## config.mk

```make
export PLATFORM = sky130hd
export DESIGN_NAME = literal_find_and_replace_stream
export DESIGN_NICKNAME = d
export VERILOG_FILES = /design/src/rtl/core/lfr_pkg.sv /design/src/rtl/core/lfr_window.sv /design/src/rtl/core/lfr_emit.sv /design/src/rtl/core/literal_find_and_replace_stream.sv
export SDC_FILE = /design/constraint.sdc
export NUM_CORES = 1
export LEC_CHECK = 0
export BUFFER_PORTS_ARGS = -buffer_cell sky130_fd_sc_hd__buf_2
export CAP_MARGIN = 10
export CORE_ASPECT_RATIO = 0.5
export CORE_MARGIN = 2
export CORE_UTILIZATION = 61
export CTS_BUF_LIST = sky130_fd_sc_hd__clkbuf_4 sky130_fd_sc_hd__clkbuf_8 sky130_fd_sc_hd__clkbuf_16
export DETAILED_ROUTE_END_ITERATION = 10
export PLACE_DENSITY = 0.8
export SYNTH_ARGS = -nofsm -noshare
export SYNTH_HDL_FRONTEND = slang
export SYNTH_SLANG_ARGS = --single-unit
export TNS_END_PERCENT = 5
```

## constraint.sdc

```tcl
create_clock -name clock -period 7.9 [get_ports clock]
set_clock_uncertainty 0.1 [all_clocks]
set_input_delay 1.975 -clock clock [delete_from_list [all_inputs] [get_ports clock]]
set_output_delay 1.975 -clock clock [all_outputs]
set_load 0.02 [all_outputs]
```

## src/rtl/core/lfr_pkg.sv

```systemverilog
`default_nettype none

package lfr_pkg;

   // Largest pattern the window can hold, and the replacement limit
   localparam int PAT_MAX_DEF = 8;
   localparam int REPL_MAX    = 8;
   localparam int SEG_BYTES   = 8;
   localparam int SEG_W       = 8 * SEG_BYTES;
   localparam int CNT_W       = 16;
   // One replacement (or one byte), a flush of up to PAT_MAX - 1 bytes, one closing item
   localparam int MAX_RESULTS = 9;

   // Configuration register indexes
   typedef enum logic [1:0] {
      REG_PATTERN_BYTES     = 2'd0,
      REG_PATTERN_LEN       = 2'd1,
      REG_REPLACEMENT_BYTES = 2'd2,
      REG_REPLACEMENT_LEN   = 2'd3
   } csr_index_type;

   // Effective configuration seen by the window logic
   typedef struct packed {
      logic [63:0] pat_bytes;
      logic [3:0]  plen;       // clamped to 1..PAT_MAX
      logic [63:0] repl_bytes;
      logic [3:0]  rlen;       // clamped to 0..REPL_MAX
   } cfg_type;

   // Results caused by one input byte: segment A (replacement or oldest byte),
   // segment B (end-of-stream flush), then an optional closing item
   typedef struct packed {
      logic [SEG_W-1:0] a_bytes;
      logic [3:0]       a_cnt;
      logic [SEG_W-1:0] b_bytes;
      logic [3:0]       b_cnt;
      logic             close;
      logic [CNT_W-1:0] count;
   } step_type;

endpackage

`default_nettype wire

```

## src/rtl/core/lfr_window.sv

```systemverilog
`default_nettype none

module lfr_window #(
   parameter int PAT_MAX = lfr_pkg::PAT_MAX_DEF
) (
   input  wire logic             clock,
   input  wire logic             reset,
   input  wire logic             req_valid,
   output logic                  req_ready,
   input  wire logic [7:0]       req_data_byte,
   input  wire logic             req_end_of_stream,
   input  wire lfr_pkg::cfg_type cfg,
   input  wire logic             cfg_clear,
   output logic                  step_valid,
   input  wire logic             step_ready,
   output lfr_pkg::step_type     step
);
   import lfr_pkg::*;

   localparam int FW = $clog2(PAT_MAX + 1);

   logic             in_valid_ff, in_valid_in;
   logic [7:0]       in_byte_ff;
   logic             in_eos_ff;
   logic [7:0]       window_ff [PAT_MAX];
   logic [7:0]       window_in [PAT_MAX];
   logic [FW-1:0]    fill_ff, fill_in;
   logic [CNT_W-1:0] total_ff, total_in;

   logic [7:0]       w1 [PAT_MAX];
   logic [7:0]       w2 [PAT_MAX];
   logic [FW-1:0]    f1, f2;
   logic             full, hit, fire;
   logic [CNT_W-1:0] total_inc;

   // Input register stage
   assign fire        = in_valid_ff && step_ready;
   assign req_ready   = !in_valid_ff || step_ready;
   assign in_valid_in = req_ready ? req_valid : in_valid_ff;
   assign step_valid  = in_valid_ff;

   // Window update, compare and result segments
   always_comb begin
      w1 = window_ff;
      for (int i = 0; i < PAT_MAX; i++) begin
         if (fill_ff == FW'(i)) begin
            w1[i] = in_byte_ff;
         end
      end
      f1 = (fill_ff < FW'(PAT_MAX)) ? FW'(fill_ff + 1'b1) : fill_ff;
      full = 4'(f1) >= cfg.plen;

      hit = 1'b1;
      for (int i = 0; i < PAT_MAX; i++) begin
         if ((4'(i) < cfg.plen) && (w1[i] != cfg.pat_bytes[8*i +: 8])) begin
            hit = 1'b0;
         end
      end

      total_inc = total_ff;
      w2 = w1;
      f2 = f1;
      step.a_bytes = '0;
      step.a_cnt   = '0;
      if (full) begin
         if (hit) begin
            if (total_ff != {CNT_W{1'b1}}) begin
               total_inc = total_ff + 1'b1;
            end
            step.a_bytes = cfg.repl_bytes;
            step.a_cnt   = cfg.rlen;
            f2 = '0;
         end else begin
            step.a_bytes[7:0] = w1[0];
            step.a_cnt        = 4'd1;
            for (int i = 0; i < PAT_MAX - 1; i++) begin
               w2[i] = w1[i+1];
            end
            f2 = FW'(f1 - 1'b1);
         end
      end

      // End of stream: flush what is left, then the closing item
      step.b_bytes = '0;
      for (int i = 0; i < PAT_MAX; i++) begin
         step.b_bytes[8*i +: 8] = w2[i];
      end
      step.b_cnt = in_eos_ff ? 4'(f2) : 4'd0;
      step.close = in_eos_ff;
      step.count = total_inc;

      window_in = window_ff;
      fill_in   = fill_ff;
      total_in  = total_ff;
      if (fire) begin
         window_in = w2;
         fill_in   = in_eos_ff ? '0 : f2;
         total_in  = in_eos_ff ? '0 : total_inc;
      end
      if (cfg_clear) begin
         fill_in = '0;
      end
   end

   // Control state
   always_ff @(posedge clock) begin
      if (reset) begin
         in_valid_ff <= 1'b0;
         fill_ff     <= '0;
         total_ff    <= '0;
      end else begin
         in_valid_ff <= in_valid_in;
         fill_ff     <= fill_in;
         total_ff    <= total_in;
      end
   end

   // Payload
   always_ff @(posedge clock) begin
      if (req_ready) begin
         in_byte_ff <= req_data_byte;
         in_eos_ff  <= req_end_of_stream;
      end
      window_ff <= window_in;
   end

   // Pending bytes always fewer than the pattern length
   a_fill_below_plen: assert property (@(posedge clock) disable iff (reset)
      4'(fill_ff) < cfg.plen)
      else $error("window fill reached pattern length");

   // End of stream leaves an empty window and a fresh count
   a_eos_restarts: assert property (@(posedge clock) disable iff (reset)
      fire && in_eos_ff |=> fill_ff == '0 && total_ff == '0)
      else $error("stream state not cleared after end of stream");

   // Count only moves on a transfer to the emitter
   a_total_steady: assert property (@(posedge clock) disable iff (reset)
      !fire |=> total_ff == $past(total_ff))
      else $error("match count changed without a transfer");

endmodule

`default_nettype wire

```

## src/rtl/core/lfr_emit.sv

```systemverilog
`default_nettype none

module lfr_emit (
   input  wire logic                      clock,
   input  wire logic                      reset,
   input  wire logic                      step_valid,
   output logic                           step_ready,
   input  wire lfr_pkg::step_type         step,
   output logic                           rsp_valid,
   input  wire logic                      rsp_ready,
   output logic [7:0]                     rsp_out_byte,
   output logic                           rsp_byte_valid,
   output logic                           rsp_last,
   output logic [lfr_pkg::CNT_W-1:0]      rsp_replacement_count
);
   import lfr_pkg::*;

   logic             rsp_valid_ff, rsp_valid_in;
   logic [7:0]       rsp_byte_ff, rsp_byte_in;
   logic             rsp_bv_ff, rsp_bv_in;
   logic             rsp_last_ff, rsp_last_in;
   logic [CNT_W-1:0] rsp_count_ff, rsp_count_in;

   logic [SEG_W-1:0] a_bytes_ff, a_bytes_in;
   logic [3:0]       a_cnt_ff, a_cnt_in;
   logic [SEG_W-1:0] b_bytes_ff, b_bytes_in;
   logic [3:0]       b_cnt_ff, b_cnt_in;
   logic             close_ff, close_in;
   logic [CNT_W-1:0] count_ff, count_in;

   logic [4:0]       rem;
   logic             out_load, step_fire;

   assign rem        = 5'(a_cnt_ff) + 5'(b_cnt_ff) + 5'(close_ff);
   assign out_load   = !rsp_valid_ff || rsp_ready;
   assign step_ready = (rem == 5'd0) || ((rem == 5'd1) && out_load);
   assign step_fire  = step_valid && step_ready;

   // Pop one pending result into the output register, then refill pending
   always_comb begin
      rsp_valid_in = rsp_valid_ff;
      rsp_byte_in  = rsp_byte_ff;
      rsp_bv_in    = rsp_bv_ff;
      rsp_last_in  = rsp_last_ff;
      rsp_count_in = rsp_count_ff;
      a_bytes_in   = a_bytes_ff;
      a_cnt_in     = a_cnt_ff;
      b_bytes_in   = b_bytes_ff;
      b_cnt_in     = b_cnt_ff;
      close_in     = close_ff;
      count_in     = count_ff;

      if (out_load) begin
         rsp_valid_in = 1'b0;
         if (rem != 5'd0) begin
            rsp_valid_in = 1'b1;
            rsp_count_in = count_ff;
            if (a_cnt_ff != 4'd0) begin
               rsp_byte_in = a_bytes_ff[7:0];
               rsp_bv_in   = 1'b1;
               rsp_last_in = 1'b0;
               a_bytes_in  = a_bytes_ff >> 8;
               a_cnt_in    = a_cnt_ff - 1'b1;
            end else if (b_cnt_ff != 4'd0) begin
               rsp_byte_in = b_bytes_ff[7:0];
               rsp_bv_in   = 1'b1;
               rsp_last_in = 1'b0;
               b_bytes_in  = b_bytes_ff >> 8;
               b_cnt_in    = b_cnt_ff - 1'b1;
            end else begin
               rsp_byte_in = 8'd0;
               rsp_bv_in   = 1'b0;
               rsp_last_in = 1'b1;
               close_in    = 1'b0;
            end
         end
      end

      if (step_fire) begin
         a_bytes_in = step.a_bytes;
         a_cnt_in   = step.a_cnt;
         b_bytes_in = step.b_bytes;
         b_cnt_in   = step.b_cnt;
         close_in   = step.close;
         count_in   = step.count;
      end
   end

   // Control state
   always_ff @(posedge clock) begin
      if (reset) begin
         rsp_valid_ff <= 1'b0;
         a_cnt_ff     <= '0;
         b_cnt_ff     <= '0;
         close_ff     <= 1'b0;
      end else begin
         rsp_valid_ff <= rsp_valid_in;
         a_cnt_ff     <= a_cnt_in;
         b_cnt_ff     <= b_cnt_in;
         close_ff     <= close_in;
      end
   end

   // Payload
   always_ff @(posedge clock) begin
      rsp_byte_ff  <= rsp_byte_in;
      rsp_bv_ff    <= rsp_bv_in;
      rsp_last_ff  <= rsp_last_in;
      rsp_count_ff <= rsp_count_in;
      a_bytes_ff   <= a_bytes_in;
      b_bytes_ff   <= b_bytes_in;
      count_ff     <= count_in;
   end

   assign rsp_valid             = rsp_valid_ff;
   assign rsp_out_byte          = rsp_byte_ff;
   assign rsp_byte_valid        = rsp_bv_ff;
   assign rsp_last              = rsp_last_ff;
   assign rsp_replacement_count = rsp_count_ff;

   // Never more results pending than one byte can cause
   a_rem_bound: assert property (@(posedge clock) disable iff (reset)
      rem <= 5'(MAX_RESULTS))
      else $error("too many pending results");

   // Closing item carries no stream byte
   a_last_no_byte: assert property (@(posedge clock) disable iff (reset)
      rsp_valid_ff && rsp_last_ff |-> !rsp_bv_ff)
      else $error("closing item marked as stream byte");

   // With nothing pending, a taken result leaves the output empty
   a_drain_empty: assert property (@(posedge clock) disable iff (reset)
      rsp_valid_ff && rsp_ready && rem == 5'd0 && !step_fire |=> !rsp_valid_ff)
      else $error("output stayed valid with nothing pending");

endmodule

`default_nettype wire

```

## src/rtl/core/literal_find_and_replace_stream.sv

```systemverilog
// Path: input register, then the emitter's pending registers, then the output register.
// Throughput: 1 byte per cycle while each byte causes at most one result and rsp_ready
//   stays high; a byte causing more than one result (replacement expansion, end-of-stream
//   flush) holds the input until the one-result-per-cycle output register has taken them.
// Reset: synchronous, active high; clears handshakes, window fill, match count and
//   configuration (pattern length 1, everything else 0). Window bytes are not cleared.
`default_nettype none

module literal_find_and_replace_stream #(
   parameter int PAT_MAX = lfr_pkg::PAT_MAX_DEF
) (
   input  wire logic                         clock,
   input  wire logic                         reset,
   input  wire logic                         req_valid,
   output logic                              req_ready,
   input  wire logic [7:0]                   req_data_byte,
   input  wire logic                         req_end_of_stream,
   output logic                              rsp_valid,
   input  wire logic                         rsp_ready,
   output logic [7:0]                        rsp_out_byte,
   output logic                              rsp_byte_valid,
   output logic                              rsp_last,
   output logic [lfr_pkg::CNT_W-1:0]         rsp_replacement_count,
   input  wire logic                         csr_valid,
   output logic                              csr_ready,
   input  wire lfr_pkg::csr_index_type       csr_index,
   input  wire logic [63:0]                  csr_data
);
   import lfr_pkg::*;

   logic [63:0] pat_bytes_ff, pat_bytes_in;
   logic [3:0]  pat_len_ff, pat_len_in;
   logic [63:0] repl_bytes_ff, repl_bytes_in;
   logic [3:0]  repl_len_ff, repl_len_in;
   logic        csr_fire, cfg_clear;
   cfg_type     cfg;
   logic        step_valid, step_ready;
   step_type    step;

   assign csr_ready = 1'b1;
   assign csr_fire  = csr_valid && csr_ready;

   // Configuration register writes
   always_comb begin
      pat_bytes_in  = pat_bytes_ff;
      pat_len_in    = pat_len_ff;
      repl_bytes_in = repl_bytes_ff;
      repl_len_in   = repl_len_ff;
      cfg_clear     = 1'b0;
      if (csr_fire) begin
         case (csr_index)
            REG_PATTERN_BYTES:     pat_bytes_in = csr_data;
            REG_PATTERN_LEN: begin
               pat_len_in = csr_data[3:0];
               cfg_clear  = 1'b1;
            end
            REG_REPLACEMENT_BYTES: repl_bytes_in = csr_data;
            REG_REPLACEMENT_LEN:   repl_len_in = csr_data[3:0];
            default: ;
         endcase
      end
   end

   always_ff @(posedge clock) begin
      if (reset) begin
         pat_bytes_ff  <= '0;
         pat_len_ff    <= 4'd1;
         repl_bytes_ff <= '0;
         repl_len_ff   <= '0;
      end else begin
         pat_bytes_ff  <= pat_bytes_in;
         pat_len_ff    <= pat_len_in;
         repl_bytes_ff <= repl_bytes_in;
         repl_len_ff   <= repl_len_in;
      end
   end

   // Effective lengths: zero pattern acts as one, oversize values clamp
   always_comb begin
      cfg.pat_bytes  = pat_bytes_ff;
      cfg.repl_bytes = repl_bytes_ff;
      cfg.plen       = pat_len_ff;
      if (pat_len_ff == 4'd0) begin
         cfg.plen = 4'd1;
      end else if (pat_len_ff > 4'(PAT_MAX)) begin
         cfg.plen = 4'(PAT_MAX);
      end
      cfg.rlen = (repl_len_ff > 4'(REPL_MAX)) ? 4'(REPL_MAX) : repl_len_ff;
   end

   lfr_window #(
      .PAT_MAX (PAT_MAX)
   ) u_window (
      .clock             (clock),
      .reset             (reset),
      .req_valid         (req_valid),
      .req_ready         (req_ready),
      .req_data_byte     (req_data_byte),
      .req_end_of_stream (req_end_of_stream),
      .cfg               (cfg),
      .cfg_clear         (cfg_clear),
      .step_valid        (step_valid),
      .step_ready        (step_ready),
      .step              (step)
   );

   lfr_emit u_emit (
      .clock                 (clock),
      .reset                 (reset),
      .step_valid            (step_valid),
      .step_ready            (step_ready),
      .step                  (step),
      .rsp_valid             (rsp_valid),
      .rsp_ready             (rsp_ready),
      .rsp_out_byte          (rsp_out_byte),
      .rsp_byte_valid        (rsp_byte_valid),
      .rsp_last              (rsp_last),
      .rsp_replacement_count (rsp_replacement_count)
   );

endmodule

`default_nettype wire

```

==> results.toml <==
[global_routing]
grt_pass1_wl_mm = 76.8
grt_use_total_pct = 29.4
grt_max_degree = 94
antenna_found_initial = 1
grt_overflow = 0
grt_pass1_vias = 13700

[sta]
slew_violations = 0
worst_hold_slack_ns = 0.318
worst_pin_slew_ns = 1.04
rsz0062_at_grt = "false"
fmax_mhz = 183
maxSlewHeadroom_pct = 30.3
final_hold_viol_count = 0
finalSetupViolations = 0
period_needed_ns = 5.47
tns_ns = 0
finalCritPeriodShare_pct = 69.2

[critical_path]
cp-startpoint = "rsp_ready"
crit_path_max_fanout = 2
r2r_start = "u_window.fill_ff[2]"
cp_data_arrival_time_ns = 3.39
endpoint_kind = "primary output"
cp.required_ns = 5.83
cp-start-kind = "input port"
setup.worst_path.class = "input port to primary output"

[synth]
syn-num-nets = 1987
synthFlopType = "edfxtp_1"
synth_top_area_share_pct = 37.6
synth_enable_flop_cells = 243
synth_cells = 1890
ys_ff_latch = 410
ys_async_sr_fraction_pct = 0
ys_warn_count = 0
ys_seq_area_share_pct = 54.8
synth.largest_area_cell = "edfxtp_1"
ys_top_cells_by_area = "edfxtp_1 (38%), dfxtp_1 (17%), nand2_1 (7.7%), a21oi_1 (4.6%), mux2i_1 (3.2%)"
netlist_area_mm2 = 0.0194
netlist-cell-type-count = 88
avgSynthCellArea_um2 = 10.3

[drt]
drt-met1-wl_mm = 21.5
wl_met2_mm = 23.1
wire_per_inst_um = 20.6
vias = 14600
avgViaCountPerCell = 6.11
routed_wl_mm = 49.4
postRouteAntennaNets = 0
dr_wl_met3_mm = 3.93
drt_iter0_markers = 1555
drc_errors = 0
top_layer_used = "met5"
dr.pass1.iters = 5

[power]
ir_drop_mv = 0.314
leakagePower_nw = 7.90
powerDensity_mw_per_mm2 = 350
power_mw = 7.48

[placement]
place_congestion = 0.921
place_inst = 2327
dpl.hpwl_mm = 32.7
io_buffers = 107

[clocking]
htreeDepth = 2
cts.root.buffer_cell = "clkbuf_16"
post_cts_buffers = 0
holdBufCountCts = 0
clockBufferDepth = 3
cts_resized = 0
clock_sinks = 410
cts_tree = "done"
worstSkewPairLatency_ns = 0.55
cts_buffers = 37
clk_pin_slew_ns = 0.06

[worst_hold_path]
hold_path_startpoint = "u_emit.count_ff[9]"
hp-class = "register to register"

[die]
initial_utilization_pct = 61.6
row_count = 46
dieArea_mm2 = 0.0334
ios = 109
core_area_mm2 = 0.0315
die_w_um = 256
die_h_um = 130

[finish]
stdcell_count = 2394
antenna_cells = 0
final_nets = 2031
area_growth_pct = 9.90
layout-drive-gt1-share_pct = 14.9

[status]
status = "complete, no violations"

[job]
max_cap_violations = 0
## Yosys cell counts (8+ instances only)
library cell	instances
clkbuf_1	91
o221ai_1	11
dfxtp_1	167
o21a_1	8
a22oi_1	9
edfxtp_1	243
or3_1	11
nand3_1	24
mux2i_1	63
a211oi_1	10
xnor2_1	33
a221oi_2	12
and3_1	12
o22ai_1	24
nor4_1	9
buf_1	9
o211a_1	10
o31ai_1	12
o21ai_0	22
a22o_1	57
a21oi_1	178
mux2_2	37
nand2_1	399
inv_1	73
nor3b_1	9
and2_1	24
xor2_1	11
nor2_1	107
a31oi_1	15
nor3_1	28
buf_6	11
buf_2	15
ha_1	15
## layout make-up
| cell class | instances | area (µm²) |
|---|---|---|
| multi-input cells | 1280 | 7990 |
| clock buffers | 52 | 1070 |
| clock inverters | 15 | 96.3 |
| flip-flops and latches | 410 | 10600 |
| inverters | 73 | 279 |
| well taps | 432 | 541 |
| fillers | 2458 | 10200 |
| repair buffers | 132 | 738 |
## sequential cells by signal (all words and copies together) (netlist names), 4 cells and up
| name | cells |
|---|---|
| pat_bytes_ff | 64 |
| pat_len_ff | 4 |
| u_emit.b_bytes_ff | 64 |
| u_emit.a_cnt_ff | 4 |
| u_emit.b_cnt_ff | 4 |
| u_emit.a_bytes_ff | 64 |
| u_emit.rsp_out_byte | 8 |
| u_window.total_ff | 16 |
| repl_len_ff | 4 |
| u_window.window_ff | 64 |
| repl_bytes_ff | 64 |
| u_emit.rsp_replacement_count | 16 |
| u_window.fill_ff | 4 |
| u_window.in_byte_ff | 8 |
| u_emit.count_ff | 16 |
## cells in the final DEF, fill, tap and decap left out, types with 10 or more instances in the layout
master / netlist / layout
nor3_1: 28 / 28
o22ai_1: 24 / 24
mux2i_1: 63 / 63
clkbuf_4: 0 / 12
nand3_1: 24 / 24
nand2_1: 399 / 398
and3_1: 12 / 12
clkbuf_16: 0 / 38
a21oi_1: 178 / 176
a31oi_1: 15 / 15
o31ai_1: 12 / 12
xnor2_1: 33 / 33
buf_2: 15 / 106
o221ai_1: 11 / 11
dfxtp_1: 167 / 167
a211oi_1: 10 / 10
a221oi_2: 12 / 12
and2_1: 24 / 24
mux2_2: 37 / 37
or3_1: 11 / 11
buf_4: 1 / 25
ha_1: 15 / 15
inv_1: 73 / 72
xor2_1: 11 / 11
edfxtp_1: 243 / 243
a22o_1: 57 / 57
o21ai_0: 22 / 21
nor2_1: 107 / 104
o211a_1: 10 / 10
## power breakdown
part,internal [mW],total [mW],switching (mW)
Sequential,3.26,3.56,0.301
Clock,0.955,1.76,0.803
Combinational,0.723,2.16,1.44
Total,4.94,7.48,2.54
## per-stage QoR
step           worst slack [ns]  cell area, µm²  util [%]
2_1_floorplan              1.27           19400         -
3_3_place_gp               2.34           20200      64.0
3_5_place_dp               2.31           20200      64.0
4_1_cts                    2.56           21400      67.7
5_1_grt                    2.44           21400      67.7
6_report                   2.43           21400      67.7
## cells by family after synthesis
group	after synthesis	synth area share, %
flops	410	54.8
xor+xnor	44	1.98
fa+ha+maj	17	1.17
buf+inv	200	4.40
mux	110	6.30
simple gates	679	15.8
other cells	1	0.0193
compound gates	429	15.5
## worst paths after layout
path | slack, ns | endpoint | depth (start not counted)
min | 0.32 | u_emit.rsp_replacement_count[9] | 0
min reg2reg | 0.32 | u_emit.rsp_replacement_count[9] | 0
max | 2.43 | req_ready | 5
max reg2reg | 2.70 | u_emit.b_bytes_ff[8] | 11
## critical path: stages
cell and delay, ns:
buf_2 0.09, nor2b_1 0.06, and2_1 0.17, o21ai_1 0.77, buf_2 0.31
## metal layers
metal | global-route usage (%) | vias up
li1 | - | 6874
met1 | 41.2 | 7054
met2 | 48.5 | 626
met3 | 5.44 | 75
met4 | 6.12 | 2
met5 | 0 | -
(Power assumes the default switching activity.)
